--- src/hdl/mse_pkg.sv ---
// ---------------------------------------------------------------------------
// mse_pkg
// Types and constants shared by the mean squared error loss/gradient core.
// ---------------------------------------------------------------------------
package mse_pkg;

   localparam int DATA_W     = 16;
   localparam int DIFF_W     = DATA_W + 1;
   localparam int INV_W      = 25;
   localparam int SUM_W      = 50;
   localparam int LOSS_W     = 32;
   localparam int FIFO_DEPTH = 4;
   localparam int FIFO_AW    = $clog2(FIFO_DEPTH);

   localparam logic [INV_W-1:0] INV_RESET = INV_W'(1) << (INV_W - 1);
   localparam logic [SUM_W-1:0] SUM_MAX   = '1;

   typedef struct packed {
      logic signed [DATA_W-1:0] pred_value;
      logic signed [DATA_W-1:0] target_value;
      logic                     last_element;
   } req_type;

   typedef struct packed {
      logic signed [DATA_W-1:0] gradient;
      logic                     loss_valid;
      logic [LOSS_W-1:0]        loss;
   } rsp_type;

   // queue entry: difference already formed by the front end
   typedef struct packed {
      logic signed [DIFF_W-1:0] diff;
      logic                     last;
   } entry_type;

   typedef struct packed {
      logic empty;
      logic full;
   } fifo_status_type;

endpackage

--- src/hdl/mse_fifo.sv ---
// ---------------------------------------------------------------------------
// mse_fifo
// Small queue between the front end and the arithmetic back end.
// ---------------------------------------------------------------------------
module mse_fifo (
   input  logic                     clock,
   input  logic                     reset,
   input  logic                     push,
   input  mse_pkg::entry_type       push_entry,
   input  logic                     pop,
   output mse_pkg::entry_type       head_entry,
   output mse_pkg::fifo_status_type status
);
   import mse_pkg::*;

   entry_type            mem_ff [FIFO_DEPTH];
   logic [FIFO_AW-1:0]   wr_ptr_ff, wr_ptr_in;
   logic [FIFO_AW-1:0]   rd_ptr_ff, rd_ptr_in;
   logic [FIFO_AW:0]     count_ff, count_in;
   logic                 do_push;
   logic                 do_pop;

   always_comb begin
      status.empty = (count_ff == '0);
      status.full  = (count_ff == (FIFO_AW+1)'(FIFO_DEPTH));
      do_push      = push && !status.full;
      do_pop       = pop && !status.empty;
      wr_ptr_in    = do_push ? wr_ptr_ff + 1'b1 : wr_ptr_ff;
      rd_ptr_in    = do_pop ? rd_ptr_ff + 1'b1 : rd_ptr_ff;
      count_in     = count_ff;
      if (do_push && !do_pop) begin
         count_in = count_ff + 1'b1;
      end else if (do_pop && !do_push) begin
         count_in = count_ff - 1'b1;
      end
      head_entry   = mem_ff[rd_ptr_ff];
   end

   always_ff @(posedge clock) begin
      if (do_push) begin
         mem_ff[wr_ptr_ff] <= push_entry;
      end
   end

   always_ff @(posedge clock) begin
      if (reset) begin
         wr_ptr_ff <= '0;
         rd_ptr_ff <= '0;
         count_ff  <= '0;
      end else begin
         wr_ptr_ff <= wr_ptr_in;
         rd_ptr_ff <= rd_ptr_in;
         count_ff  <= count_in;
      end
   end

endmodule

--- config.mk ---
export PLATFORM = sky130hd
export DESIGN_NAME = mse_fifo
export DESIGN_NICKNAME = d
export VERILOG_FILES = /design/src/hdl/mse_pkg.sv /design/src/hdl/mse_fifo.sv
export SDC_FILE = /design/constraint.sdc
export NUM_CORES = 1
export LEC_CHECK = 0
export ABC_AREA = 1
export BUFFER_PORTS_ARGS = -buffer_cell sky130_fd_sc_hd__buf_2
export CORE_UTILIZATION = 40
export DETAILED_ROUTE_END_ITERATION = 8
export PLACE_DENSITY = 0.65
export SETUP_SLACK_MARGIN = 0.02
export SYNTH_ARGS = -nofsm -noshare
export SYNTH_HDL_FRONTEND = slang
export SYNTH_SLANG_ARGS = --single-unit
--- constraint.sdc ---
create_clock -name clock -period 4.65 [get_ports clock]
set_clock_uncertainty 0.1 [all_clocks]
set_input_delay 0.2325 -clock clock [delete_from_list [all_inputs] [get_ports clock]]
set_output_delay 0.2325 -clock clock [all_outputs]
set_load 0.01 [all_outputs]
== Word level (Yosys, flattened, before mapping) ==
Memory sizes are Yosys's and may differ from the RTL's. A register that Yosys moved wholly into a read port is not among the register bits.
Index checks and enable logic that the tools add are counted.

* Register bits: 7
* Memories kept: 1
* Memory bits (writable): 72
* Logic and storage cells: 25
* Output and inout bits: 20

{| class="wikitable"
|+ Memories
! memory !! depth !! width !! read ports !! clocked after memory_dff !! wr ports !! line !! text
|-
| mem_ff || 4 || 18 || 1 || 1 || 1 || mse_fifo.sv:16 || <nowiki>entry_type mem_ff [FIFO_DEPTH];</nowiki>
|}

* Add/subtract/negate cells: 4
* Reductions and logical operators: 10
* Eq/ne operators: 1
* Mux-type cells: 6

{| class="wikitable"
|+ Operators with widths
! kind !! count
|-
| 3-bit 2-to-1 mux || 2
|-
| 2-bit by 1-bit adder with 2-bit output (second input constant) || 2
|-
| 1-bit logical AND || 4
|-
| 1-bit zero test || 4
|-
| 2-bit 2-to-1 mux || 2
|-
| 3-bit by 1-bit adder with 3-bit output (second input constant) || 1
|-
| 3-bit == test (second input constant) || 1
|-
| 3-bit zero test || 1
|-
| 3-bit by 1-bit subtractor with 3-bit output (second input constant) || 1
|-
| 1-bit 2-to-1 mux || 2
|-
| 2-bit nonzero test || 1
|}

== Logic depth before layout (Yosys ltp) ==
* Depth in word-level cells: 7
* Depth in mapped cells: 13

== Least setup slack after synthesis ==
No wires, ideal clock.

* Kind: flip-flop to flip-flop
* From: reg count_ff[0]
* To: mem mem_ff[0][0] (netlist bit) (enable)
* Clock period less this slack: 1.917 ns
* Data arrival time: 1.424 ns
* Path buffers: 0
* Stages on the path, launching flop included: 5
* Data required time: 4.157 ns
* Library setup time: 0.393 ns
* Setup slack: 2.733 ns
* Cells stage by stage: dfxtp_1 -> nor2_2 -> nand2_1 -> nand2_2 -> nor2_1

* Cells in the longest elaborated chain, start to end: 5

{| class="wikitable"
|+ Ends and longest elaborated chain
! what !! line !! text
|-
| start: declaration || mse_fifo.sv:19 || <nowiki>logic [FIFO_AW:0] count_ff, count_in;</nowiki>
|-
| start signal: assignment || mse_fifo.sv:53 || <nowiki>count_ff <= count_in;</nowiki>
|-
| 3-bit == test || mse_fifo.sv:25 || <nowiki>status.full = (count_ff == (FIFO_AW+1)'(FIFO_DEPTH));</nowiki>
|-
| 1-bit zero test || mse_fifo.sv:26 || <nowiki>do_push = push && !status.full;</nowiki>
|-
| 1-bit logical AND || mse_fifo.sv:26 ||
|-
| 1-bit 2-to-1 mux || mse_fifo.sv:40 || <nowiki>if (do_push) begin</nowiki>
|-
| 1-bit 2-to-1 mux (not written as such) || mse_fifo.sv:41 || <nowiki>mem_ff[wr_ptr_ff] <= push_entry;</nowiki>
|-
| end: declaration || mse_fifo.sv:16 ||
|}

Every way passes these cells.

==> impl_metrics.tcl <==
set metrics [dict create \
    setup_viol 0 \
    hold_path_depth 1 \
    use_met2_pct 24.9 \
    hpwl_mm 3.42 \
    antenna_found_initial 0 \
    final_cell_mix "72 x edfxtp_1, 45 x nor2_1, 41 x buf_2" \
    busiest_layer "met2" \
    syn-num-nets 272 \
    viasPerCell 4.84 \
    ys_types 21 \
    clock_sinks 81 \
    clk_latency_ps 350 \
    clockBufferDepth 2 \
    cp_max_fo 19 \
    num_vias 1978 \
    portBuffers 41 \
    drc_errors 0 \
    die_width_um 91.5 \
    ys_warn_count 0 \
    grt.met1_usage_pct 18.9 \
    h-tree-depth 3 \
    crit_type "register to output port" \
    layout_setup_ws_ps 2310 \
    maxCapViolations 0 \
    grt_pass1_wl_mm 9.68 \
    areaGrowthSynthToFinish_pct 18.0 \
    power_mw 1.92 \
    tightest_slew_ps 1040 \
    grt_overflow_total 0 \
    final_common_cell "edfxtp_1" \
    cts_made_buffers 9 \
    p_leak_nw 1.39 \
    drive_above_1_share_pct 20.8 \
    cp_data_arrival_time_ps 2010 \
    status "complete, no violations" \
    start_util_pct 41.5 \
    maxSlewViolCount 0 \
    io_pins 42 \
    finish.utilization_pct 48.9 \
    reg2reg_depth 4 \
    grt_pass1_vias 2025 \
    die_h_um 91.5 \
    ir_drop_v 0.000278 \
    drt_iter0_drc 121 \
    globalplace.congestion 0.679 \
    fin_crit_ps 2340 \
    finalInstanceArea_sq_um 3780 \
    clkSlewWorstSetupHoldPaths_ps 80 \
    finalNetCount 330 \
    syn_avg_cell_area_sq_um 13.1 \
    ys_seq_area_share_pct 73.1 \
    p_per_area_nw_per_um2 508 \
    wirelength_mm 5.84 \
    ys_seq_elements 81 \
    dp_slack_ps 2610 \
    die-area_sq_um 8370 \
    finalHoldViolCount 0 \
    first_pass_iters 4 \
    rsz0062_at_grt "false" \
    grtUsageTotal_pct 15.5 \
    critPathLaunchType "register" \
    root_buffer "clkbuf_8" \
    place_area_sq_um 3450 \
    cp.required_ps 4320 \
    netlist_area_sq_um 3200 \
    fmax_mhz 427 \
    hp-class "primary input to register" \
    core_area_sq_um 7730 \
    wl_per_cell_um 14.3 \
    finalCritPeriodShare_pct 50.3 \
    grt_start_max_net_pins 38 \
    use_met3_pct 4.02 \
    cts_tree "yes" \
    critPathCaptureType "output port" \
    syn_inst 244 \
    ctsResizeCount 0 \
    slew_headroom_pct 30.3 \
    num_rows 32 \
    tns_ps 0 \
    ant_nets 0 \
    diodes 0 \
]
==> path summary, 6_finish.rpt <==
check	startpoint	end	slack [ps]
worst max-delay path	register	head_entry[7]	2310
worst min-delay path	push_entry[5]	mem_ff[1][5]	10
worst max register to register	count_ff[0]	mem_ff[2][15]	2630
worst min register to register	rd_ptr_ff[0]	rd_ptr_ff[0]	410
==> cell families after synthesis <==
logic type | after synthesis | synth area share, %
buffers and inverters | 28 | 5.55
XOR/XNOR | 1 | 0.273
AO/OA/AOI/OAI | 58 | 9.77
adder cells (fa/ha/maj) | 6 | 2.58
flip-flops | 81 | 73.1
AND/OR/NAND/NOR | 70 | 8.71
==> state kept, by name, indices dropped and copies added, names as in the netlist, named ones only <==
signal / cells
wr_ptr_ff: 2
rd_ptr_ff: 2
mem_ff: 72
count_ff: 3
==> worst max-delay path: stages, from the launching register on <==
cell	delay [ps]
dfxtp_1	760
clkinv_2	430
o21ai_1	190
o22ai_1	120
buf_2	160
==> area by class of cell <==
type / instances / area [sq um]
well taps: 102 / 128
fillers: 702 / 3950
flip-flops and latches: 81 / 2340
inverters: 18 / 76.3
clock inverters: 4 / 43.8
multi-input cells: 135 / 693
clock buffers: 12 / 135
repair buffers: 57 / 363
==> routing by layer <==
metal  vias to the layer above  part of all wire [%]
met4                         0                   2.2
met5                         -                     0
li1                        987                     -
met2                        43                    47
met1                       937                    46
met3                        11                   4.6
==> synthesized netlist by cell type, drive strengths merged <==
cell type  count  area [sq um]
nand3          4          20.0
nor2          50           190
ha             5          62.6
edfxtp        72          2160
buf           10           101
o22ai         18           113
xor2           1          8.76
dfxtp          9           180
a21oi          3          15.0
nand2         15          61.3
nand3b         1          7.51
inv           17          71.3
fa             1          20.0
clkinv         1          5.00
o21ai         37           185
==> report_power, final <==
part	leakage, nW	switching, mW	total [mW]	internal, mW
Combinational	0.568	0.331	0.514	0.183
Clock	0.0918	0.233	0.478	0.245
Sequential	0.734	0.0386	0.927	0.888
==> what timing repair did <==
action | 4_1_cts | 5_1_grt
hold endpoints to repair | 58 | 0
buffers inserted | 0 | 0
hold buffers | 15 | 0
==> through the flow <==
| stage | cells | hold WS [ps] |
|---|---|---|
| after detailed placement | 378 | 355 |
| final | 409 | 9.76 |
| after floorplan | 244 | 202 |
| after global placement | 378 | 348 |
| after CTS | 409 | 2.79 |
| after global routing | 409 | 3.33 |
Power figures use the tool's default switching activity.
