<file path="src/hdl/mse_pkg.sv">
// ---------------------------------------------------------------------------
// mse_pkg
// Types and constants shared by the mean squared error loss/gradient core.
// ---------------------------------------------------------------------------
package mse_pkg;

   localparam int DATA_W     = 16;
   localparam int DIFF_W     = DATA_W + 1;
   localparam int INV_W      = 25;
   localparam int SUM_W      = 50;
   localparam int LOSS_W     = 32;
   localparam int FIFO_DEPTH = 4;
   localparam int FIFO_AW    = $clog2(FIFO_DEPTH);

   localparam logic [INV_W-1:0] INV_RESET = INV_W'(1) << (INV_W - 1);
   localparam logic [SUM_W-1:0] SUM_MAX   = '1;

   typedef struct packed {
      logic signed [DATA_W-1:0] pred_value;
      logic signed [DATA_W-1:0] target_value;
      logic                     last_element;
   } req_type;

   typedef struct packed {
      logic signed [DATA_W-1:0] gradient;
      logic                     loss_valid;
      logic [LOSS_W-1:0]        loss;
   } rsp_type;

   // queue entry: difference already formed by the front end
   typedef struct packed {
      logic signed [DIFF_W-1:0] diff;
      logic                     last;
   } entry_type;

   typedef struct packed {
      logic empty;
      logic full;
   } fifo_status_type;

endpackage

</file>
<file path="src/hdl/mse_front.sv">
// ---------------------------------------------------------------------------
// mse_front
// Accepts request words, forms pred - target and pushes it into the queue.
// ---------------------------------------------------------------------------
module mse_front (
   input  logic                    req_valid,
   output logic                    req_ready,
   input  mse_pkg::req_type        req_data,
   input  mse_pkg::fifo_status_type fifo_status,
   output logic                    push,
   output mse_pkg::entry_type      push_entry
);
   import mse_pkg::*;

   always_comb begin
      req_ready       = !fifo_status.full;
      push            = req_valid && !fifo_status.full;
      // 17-bit difference, cannot overflow
      push_entry.diff = DIFF_W'(req_data.pred_value) - DIFF_W'(req_data.target_value);
      push_entry.last = req_data.last_element;
   end

endmodule

</file>
<file path="config.mk">
export PLATFORM = sky130hd
export DESIGN_NAME = mse_front
export DESIGN_NICKNAME = d
export VERILOG_FILES = /design/src/hdl/mse_pkg.sv /design/src/hdl/mse_front.sv
export SDC_FILE = /design/constraint.sdc
export NUM_CORES = 1
export LEC_CHECK = 0
export ABC_CLOCK_PERIOD_IN_PS = 3300
export BUFFER_PORTS_ARGS = -buffer_cell sky130_fd_sc_hd__buf_4
export CORE_MARGIN = 3
export CORE_UTILIZATION = 42
export DETAILED_ROUTE_END_ITERATION = 8
export PLACE_DENSITY = 0.85
export REMOVE_ABC_BUFFERS = 1
export SETUP_SLACK_MARGIN = 0.2
export SKIP_LAST_GASP = 1
export SYNTH_ARGS = -nofsm -noshare
export SYNTH_HDL_FRONTEND = slang
export SYNTH_SLANG_ARGS = --single-unit
</file>
<file path="constraint.sdc">
create_clock -name vclk -period 3.3
set_clock_uncertainty 0.2 [all_clocks]
set_input_delay 0.825 -clock vclk [all_inputs]
set_output_delay 0.825 -clock vclk [all_outputs]
set_load 0.1 [all_outputs]
</file>
# == Word-level counts from Yosys, hierarchy flattened ==
# Cells that the tools add are included.
# word_totals
romBits,0
regBits,0
in_bits,36
output_inout_bits,20
mem_bits_rw,0
wordCells,3
n_memories,0
latchBits,0
# classes
shift,0
order_cmp,0
reduce_logical,2
eq_ne,0
addsub,1
bitwise_logic,0
n_mul,0
n_div,0
muxes,0
# ops
cell,n
16-bit by 16-bit subtractor with 17-bit output,1
1-bit logical AND,1
1-bit logical NOT,1

# == Logic depth before layout (Yosys ltp) ==
# Gate-level depths: netlist (run 1).
# depth
word_depth,2
ltp_mapped,9
mapped_depth_nobuf,8

# == Worst setup path before layout (run 1) ==
# OpenSTA, ideal clock, no wires.
# synth_timing
path_kind,input to output
start,in req_data[17] (netlist bit)
end,out push_entry[11] (netlist bit)
arrival_time_ns,5.317
t_required_ns,2.275
path_buffers,0
stages,7
path_slack_ns,-3.042
cell_sequence,inv_1 -> ha_1 -> fa_1 -> nor2b_4 -> o2111a_1 -> o31ai_1 -> o311ai_0
# synth_lines
item,line,source
from (decl),mse_front.sv:8,"input mse_pkg::req_type req_data,"
to (decl),mse_front.sv:11,output mse_pkg::entry_type push_entry

==> metrics.csv, run 1 <==
stage,metric,value,unit
floorplanning,start_util,46.5,%
floorplanning,die_h,53.8,um
floorplanning,ios,56,
global_route,use_met3,12.5,%
timing,layout_setup_ws,-0.609,ns
critical_path,cp-end-kind,output port,
timing,setup_viol,13,
final_layout,nFlopsAndLatches,0,
final_layout,n_clock_buffer,0,
synthesis,synth_area_per_cell,6.90,sq um
floorplanning,row_count,16,
timing,setup_tns,-4.91,ns
placed_design,place.gp.congestion,0.788,
critical_path,worst-path-max-fanout,5,
worst_hold_path,min_from,req_data[0],
power,p_switching,0.000558,W
synthesis,synth_area,958,sq um
global_route,grt_pass1_vias,1684,
synthesis,yosysSeqAreaShare,0,%
synthesis,ys_types,38,
timing,period_minus_slack,3.91,ns
routing,route.detailed.drc,0,
final_layout,layout.cells.non_filler,253,
routing,vias,1672,
power,p_seq_share,0,%
power,power_frac_comb,100.0,%
global_route,met1_usage,35.0,%
power,powerDensity,421,nW/um^2
floorplanning,dieArea,2890,sq um
worst_hold_path,hold_end,push_entry[0],
timing,post-route-period-util,118,%
global_route,grt_pass1_wl,7850,um
power,swShare,66.5,%
timing,hold_viol_final,0,
timing,whs,1.45,ns
synthesis,yosysWarnings,0,
routing,drtIter0Drc,132,
placed_design,placed_cell_area,1590,sq um
power,pwr-share-clk,0,%
final_layout,areaGrowthSynthToFinish,108,%
timing,rsz0062_at_grt,yes,
global_route,grt_busiest_layer,met2,
worst_hold_path,hold_class,input pin to output port,
global_route,grt_use_total,37.0,%
global_route,grt_start_max_net_pins,7,
timing,fmax,256,MHz
global_route,antenna_found_initial,0,
routing,vias_per_cell,6.61,
global_route,grt_use_met2,67.1,%
synthesis,syn_inst,139,
timing,relSlewSlack,76.7,%
power,power.internal,0.000281,W
routing,routed_wl,6220,um
job,maxCapViolCount,0,
final_layout,area.sequential,0,sq um
final_layout,fin_util,96.6,%
placed_design,port-buffer-count,53,
final_layout,nets,281,
worst_hold_path,holdPathStages,0,
power,ir_drop,0.364,mV
floorplanning,core-area,2060,sq um
timing,maxSlewViolCount,0,
placed_design,dp_hpwl,2740,um
global_route,overflow,0,
critical_path,worstSetupStartpointType,input pin,
clocking,hold_buffers,0,
routing,routedWlPerCell,24.6,um
routing,antenna_left,0,
routing,drt_pass1_iterations,5,
final_layout,drive_above_1_share,55.8,%
critical_path,worstSetupPathType,input pin to output port,
critical_path,worstPathArrival,2.88,ns
final_layout,design_area,1990,sq um
critical_path,cp.required,2.27,ns
power,power.leakage,1.01,nW
run_status,violations,setup timing,
final_layout,nFillCells,43,
final_layout,n_antenna_cell,0,
timing,tightestPinTransition,0.349,ns
floorplanning,fp.dieW,53.8,um
placed_design,dp.cells,246,
run_status,outcome,finished with violations,
## timing repair
item | CTS | global route
gates resized for setup | 57 | 19
pin swaps | 16 | 13
setup endpoints to repair | 15 | 15
buffers inserted | 2 | 5
## worst max-delay path by stage
| stage | startpoint | to | slack [ns] | cells after the start |
|---|---|---|---|---|
| after floorplan | req_data[17] | push_entry[11] | -3.04 | 7 |
| after detailed placement | req_data[17] | push_entry[17] | -0.63 | 10 |
| final | req_data[13] | push_entry[16] | -0.61 | 9 |
| after global placement | req_data[17] | push_entry[17] | -0.58 | 10 |
| after CTS | req_data[17] | push_entry[9] | -0.44 | 10 |
| after global routing | req_data[13] | push_entry[16] | -0.66 | 9 |
## layout make-up
type / instances / area (sq um) / area share [%]
Tap cell: 27 / 33.8 / 1.70
Multi-Input combinational cell: 112 / 1060 / 53.2
Inverter: 24 / 100 / 5.03
Timing Repair Buffer: 90 / 798 / 40.1
## critical path: stages
cell and delay, ns:
buf_4 0.09, inv_1 0.06, ha_1 0.40, a21oi_1 0.32, o21ai_0 0.17, a31oi_1 0.31, o21ai_1 0.22, xor2_1 0.23
buf_6 0.25
## power groups by stage
stage | clock network [W] | registers [W] | logic [W]
floorplan | 0 | 0 | 0.000486
global placement | 0 | 0 | 0.000648
detailed placement | 0 | 0 | 0.000664
CTS | 0 | 0 | 0.000752
global route | 0 | 0 | 0.000859
finish | 0 | 0 | 0.000839
## synth_stat cells, types with 3 or more instances
cell      count  area share, %
inv_1        24            9.4
a21oi_1      17            8.9
ha_1         16             21
nand2_1       9            3.5
nor2_1        9            3.5
xnor2_1       6            5.5
xor2_1        6            5.5
a21o_1        5            3.9
nand2b_1      4            2.6
a31oi_1       3            2.0
nand3_1       3            1.6
nor2b_1       3            2.0
o211ai_1      3            2.3
o21ai_0       3            1.6
## cell families after synthesis
family | Yosys count | synth area share, %
AO/OA/AOI/OAI | 43 | 31.2
XOR/XNOR | 12 | 11.0
adder cells (fa/ha/maj) | 17 | 23.0
buffers and inverters | 27 | 11.7
multiplexers | 2 | 2.22
AND/OR/NAND/NOR | 38 | 20.9
## metrics by stage
step / setup WS, ns / total power (W)
after global routing: -0.662 / 0.000859
after global placement: -0.582 / 0.000648
after CTS: -0.443 / 0.000752
after floorplan: -3.04 / 0.000486
final: -0.609 / 0.000839
after detailed placement: -0.632 / 0.000664
## layout by cell type (no fill, tap or decap), types with 3 or more instances in the layout
cell      instances
o211ai_1          3
a21oi_2           7
a21o_1            5
a21oi_1           8
buf_6            20
inv_1            19
xnor2_1           4
nand2b_1          4
xor2_1            5
a31oi_1           3
buf_4            65
buf_8             3
ha_4              7
nor2_1            7
ha_1              9
nand3_1           3
nor2b_1           3
nand2_1           9
## metal layers
layer	routed length (um)	up-vias	part of all wire (%)
met1	2010	757	32
met4	597	0	9.6
met3	666	70	11
li1	-	670	-
met2	2950	175	47
met5	0	-	0
(Power assumes the default switching activity.)
==> run 2: changes to the inputs <==
Settings changed: CORE_ASPECT_RATIO from default to 1.2.
==> metrics.csv, run 2 (same netlist as run 1, synthesis figures left out) <==
stage,metric,value,unit,change
routing,vias,1690,,+1.1%
global_route,overflow,0,,unchanged
critical_path,cp_top_family,buffers and inverters,,
floorplanning,dieArea,2890,sq um,about the same
floorplanning,fp.dieW,49.6,um,-7.7%
timing,hold_viol_final,0,,unchanged
worst_hold_path,hold_end,push_entry[0],,
floorplanning,start_util,45.3,%,-1.2 points
power,powerDensity,418,nW/um^2,-0.83%
final_layout,layout_commonest_cell,buf_4,,
placed_design,port-buffer-count,53,,unchanged
power,power.leakage,1.03,nW,+2.0%
timing,period_minus_slack,3.97,ns,+0.0593 ns
routing,routed_wl,6420,um,+3.2%
routing,drt_pass1_iterations,4,,-1
global_route,grt_start_max_net_pins,8,,+1
floorplanning,die_h,58.3,um,+8.5%
floorplanning,row_count,18,,+2
timing,relSlewSlack,64.0,%,-13 points
critical_path,cp-end-kind,output port,,
power,power.internal,0.000287,W,+1.9%
final_layout,drive_above_1_share,57.5,%,+1.7 points
final_layout,nets,283,,+0.71%
worst_hold_path,min_from,req_data[0],,
critical_path,worst-path-max-fanout,4,,-1
placed_design,place.gp.congestion,0.851,,+7.9%
final_layout,nFillCells,39,,-9.3%
job,maxCapViolCount,0,,unchanged
power,pwr-share-clk,0,%,unchanged
placed_design,dp.cells,247,,+0.41%
critical_path,crit_path_cell_trace,"buf_6, inv_4, ha_4, fa_2, nor2b_4, o2111a_1, or3_4, buf_4, a21oi_4, mux2i_1, buf_6",,
critical_path,slowest_delay,0.39,ns,about the same
timing,setup_viol,12,,-1
power,p_seq_share,0,%,unchanged
routing,vias_per_cell,6.55,,-0.88%
global_route,grt_pass1_vias,1609,,-4.5%
timing,maxSlewViolCount,0,,unchanged
final_layout,fin_util,96.7,%,+0.15 points
critical_path,worstSetupStartpointType,input pin,,
timing,post-route-period-util,120,%,+1.8 points
timing,rsz0062_at_grt,yes,,
routing,drtIter0Drc,132,,unchanged
timing,layout_setup_ws,-0.668,ns,-0.0593 ns
routing,routedWlPerCell,24.9,um,+1.2%
final_layout,n_antenna_cell,0,,unchanged
final_layout,layout_common_cells,"buf_4 (67), buf_6 (21), inv_1 (19)",,
global_route,grt_use_total,29.4,%,-7.5 points
critical_path,worstSetupStartpoint,req_data[17],,
power,p_switching,0.000569,W,+2.0%
timing,tightestPinTransition,0.540,ns,+0.191 ns
power,swShare,66.5,%,about the same
run_status,outcome,finished with violations,,
timing,setup_tns,-5.14,ns,-0.232 ns
final_layout,areaGrowthSynthToFinish,114,%,
routing,route.detailed.drc,0,,unchanged
worst_hold_path,hold_class,input pin to output port,,
final_layout,n_clock_buffer,0,,unchanged
power,ir_drop,0.369,mV,+1.4%
critical_path,worstSetupPathType,input pin to output port,,
power,power_frac_comb,100.0,%,about the same
run_status,violations,setup timing,,
worst_hold_path,holdPathStages,0,,unchanged
final_layout,area.sequential,0,sq um,unchanged
final_layout,nFlopsAndLatches,0,,unchanged
critical_path,worstPathArrival,2.94,ns,+0.06 ns
global_route,antenna_found_initial,0,,unchanged
floorplanning,ios,56,,unchanged
placed_design,dp_hpwl,2590,um,-5.6%
critical_path,path_common_cell,buf_6,,
routing,antenna_left,0,,unchanged
global_route,grt_pass1_wl,6810,um,-13%
clocking,hold_buffers,0,,unchanged
critical_path,cp.required,2.27,ns,about the same
critical_path,crit_buf_inv,4,,+1
floorplanning,core-area,2120,sq um,+2.7%
timing,fmax,252,MHz,-1.5%
critical_path,crit_slowest_cell,or3_4,,
final_layout,layout.cells.non_filler,258,,+2.0%
-- run 2: layout make-up --
class | count | area [sq um] | area share, %
Tap cell | 30 | 37.5 | 1.83
Multi-Input combinational cell | 112 | 1100 | 53.8
Inverter | 24 | 100 | 4.89
Timing Repair Buffer | 92 | 810 | 39.5
-- run 2: stage by stage --
step / total power [W] / hold slack, ns / area, sq um / worst slack [ns]
finish: 0.000855 / 1.45 / 2050 / -0.668
global route: 0.000871 / 1.45 / 2050 / -0.712
CTS: 0.000751 / 1.45 / 1880 / -0.481
detailed placement: 0.000660 / 1.45 / 1580 / -0.703
global placement: 0.000648 / 1.45 / 1580 / -0.641
floorplan: 0.000486 / 1.45 / 936 / -3.04
-- run 2: worst max-delay path by stage --
stage,end,slack [ns],depth (start not counted)
after CTS,push_entry[17],-0.48,10
after detailed placement,push_entry[9],-0.70,10
after floorplan,push_entry[11],-3.04,7
after global routing,push_entry[15],-0.71,11
after global placement,push_entry[17],-0.64,10
final,push_entry[15],-0.67,11
-- run 2: timing repair --
action | CTS | global route
hold endpoints to repair | 0 | 0
endpoints found under the setup margin | 15 | 14
resized for setup | 60 | 21
cloned | 0 | 0
buffers inserted | 4 | 7
pin swaps | 20 | 11
-- run 2: power groups by stage --
stage / Clock, W / Sequential [W] / Combinational, W
after floorplan: 0 / 0 / 0.000486
after global placement: 0 / 0 / 0.000648
after detailed placement: 0 / 0 / 0.000660
after CTS: 0 / 0 / 0.000751
after global routing: 0 / 0 / 0.000871
final: 0 / 0 / 0.000855
-- run 2: layer usage --
metal / track usage, % / vias to the layer above / part of all wire [%]
met5: 0 / - / 0
met4: 18.2 / 0 / 11
met3: 5.32 / 85 / 8.2
met2: 59.5 / 170 / 48
met1: 26.3 / 764 / 33
li1: - / 671 / -
==> run 3: changes to the inputs <==
Settings changed: CORE_UTILIZATION 42 to 37, PLACE_DENSITY 0.85 to 0.76.
==> metrics.csv, run 3 (same netlist as run 1, synthesis figures left out) <==
stage,metric,value,unit,change
routing,drt_pass1_iterations,5,,+1
floorplanning,core-area,2380,sq um,+12%
final_layout,area.sequential,0,sq um,unchanged
final_layout,n_antenna_cell,0,,unchanged
timing,whs,1.45,ns,unchanged
final_layout,drive_above_1_share,59.2,%,+1.8 points
timing,fmax,261,MHz,+3.5%
final_layout,layout_commonest_cell,buf_4,,
final_layout,areaGrowthSynthToFinish,117,%,
critical_path,worstPathArrival,2.81,ns,-0.13 ns
worst_hold_path,hold_class,input pin to output port,,
power,swShare,64.9,%,-1.6 points
floorplanning,row_count,19,,+1
routing,vias_per_cell,5.46,,-17%
timing,setup_viol,13,,+1
run_status,violations,setup timing,,
floorplanning,dieArea,3240,sq um,+12%
timing,post-route-period-util,116,%,-4.1 points
global_route,grt_use_total,20.6,%,-8.8 points
global_route,antenna_found_initial,0,,unchanged
floorplanning,fp.dieW,52.5,um,+5.8%
global_route,overflow,0,,unchanged
placed_design,place.gp.congestion,0.799,,-6.1%
power,power_frac_comb,100.0,%,about the same
global_route,grt_pass1_wl,5350,um,-21%
global_route,grt_start_max_net_pins,8,,unchanged
power,power.internal,0.000286,W,-0.19%
routing,vias,1415,,-16%
power,p_seq_share,0,%,unchanged
floorplanning,ios,56,,unchanged
floorplanning,die_h,61.8,um,+5.9%
job,maxCapViolCount,0,,unchanged
timing,period_minus_slack,3.83,ns,-0.136 ns
global_route,grt_pass1_vias,1372,,-15%
critical_path,cp.required,2.27,ns,about the same
run_status,outcome,finished with violations,,
routing,routed_wl,4330,um,-33%
placed_design,port-buffer-count,53,,unchanged
power,powerDensity,393,nW/um^2,-6.0%
power,p_switching,0.000530,W,-6.9%
timing,tightestPinTransition,0.319,ns,-0.221 ns
final_layout,nets,283,,unchanged
placed_design,dp_hpwl,2520,um,-2.5%
routing,drtIter0Drc,30,,-77%
routing,routedWlPerCell,16.7,um,-33%
critical_path,worstSetupStartpointType,input pin,,
timing,setup_tns,-3.71,ns,+1.43 ns
critical_path,worstSetupPathType,input pin to output port,,
power,power.leakage,1.02,nW,-0.11%
final_layout,n_clock_buffer,0,,unchanged
routing,route.detailed.drc,0,,unchanged
timing,hold_viol_final,0,,unchanged
placed_design,dp.cells,251,,+1.6%
critical_path,worst-path-max-fanout,4,,unchanged
final_layout,layout_common_cells,"buf_4 (68), buf_6 (21), inv_1 (20)",,
timing,layout_setup_ws,-0.533,ns,+0.136 ns
power,pwr-share-clk,0,%,unchanged
critical_path,cp-end-kind,output port,,
final_layout,nFlopsAndLatches,0,,unchanged
routing,antenna_left,0,,unchanged
power,power,0.000816,W,-4.7%
timing,maxSlewViolCount,0,,unchanged
timing,relSlewSlack,78.7,%,+15 points
power,ir_drop,0.361,mV,-2.2%
final_layout,fin_util,87.4,%,-9.4 points
timing,rsz0062_at_grt,yes,,
final_layout,layout.cells.non_filler,259,,+0.39%
floorplanning,start_util,40.3,%,-5.0 points
==> run 3: changes by cell type in the layout (fill, tap and decap cells not counted), moves of 2 or more <==
cell / before / now
nor2_1: 8 / 6
nor2_4: 0 / 2
nand3_1: 3 / 1
ha_4: 6 / 8
ha_1: 9 / 7
a21oi_1: 7 / 9
nand3_2: 0 / 2
==> run 3: per-stage QoR <==
step | cell area [sq um] | setup slack [ns]
floorplan | 936 | -3.04
global placement | 1610 | -0.634
detailed placement | 1610 | -0.706
CTS | 1860 | -0.492
global route | 2080 | -0.591
finish | 2080 | -0.533
==> run 3: worst max-delay path, stage by stage <==
cell and delay [ns]:
buf_6 0.10, inv_4 0.04, ha_4 0.13, fa_2 0.24, nor2b_4 0.06, o2111a_1 0.24
or3_4 0.38, a211o_1 0.31, a31oi_2 0.22, buf_6 0.25
==> run 3: path summary, 6_finish.rpt <==
check	from	endpoint	cells past startpoint
max	req_data[17]	push_entry[17]	10
min	req_data[0]	push_entry[0]	0
==> run 3: cell type report <==
type / count / area [sq um]
multi-input cells: 112 / 1140
inverters: 24 / 97.6
repair buffers: 92 / 802
fillers: 131 / 300
well taps: 31 / 38.8
==> run 3: routing by layer <==
| metal | track usage [%] | up-vias | wire length [um] |
|---|---|---|---|
| met2 | 47.3 | 70 | 2430 |
| met5 | 0 | - | 0 |
| met4 | 2.55 | 0 | 146 |
| met1 | 19.0 | 660 | 1550 |
| li1 | - | 671 | - |
| met3 | 2.15 | 14 | 199 |
==> run 3: timing repair <==
action,4_1_cts,5_1_grt
gates resized for setup,51,34
pin swaps,19,14
buffers inserted,4,4
hold buffers,0,0
setup endpoints to repair,14,14
==> run 3: power by group through the flow <==
stage | sequential, W | combinational (W) | clock (W)
6_report | 0 | 0.000816 | 0
3_3_place_gp | 0 | 0.000654 | 0
3_5_place_dp | 0 | 0.000663 | 0
5_1_grt | 0 | 0.000845 | 0
4_1_cts | 0 | 0.000742 | 0
2_1_floorplan | 0 | 0.000486 | 0
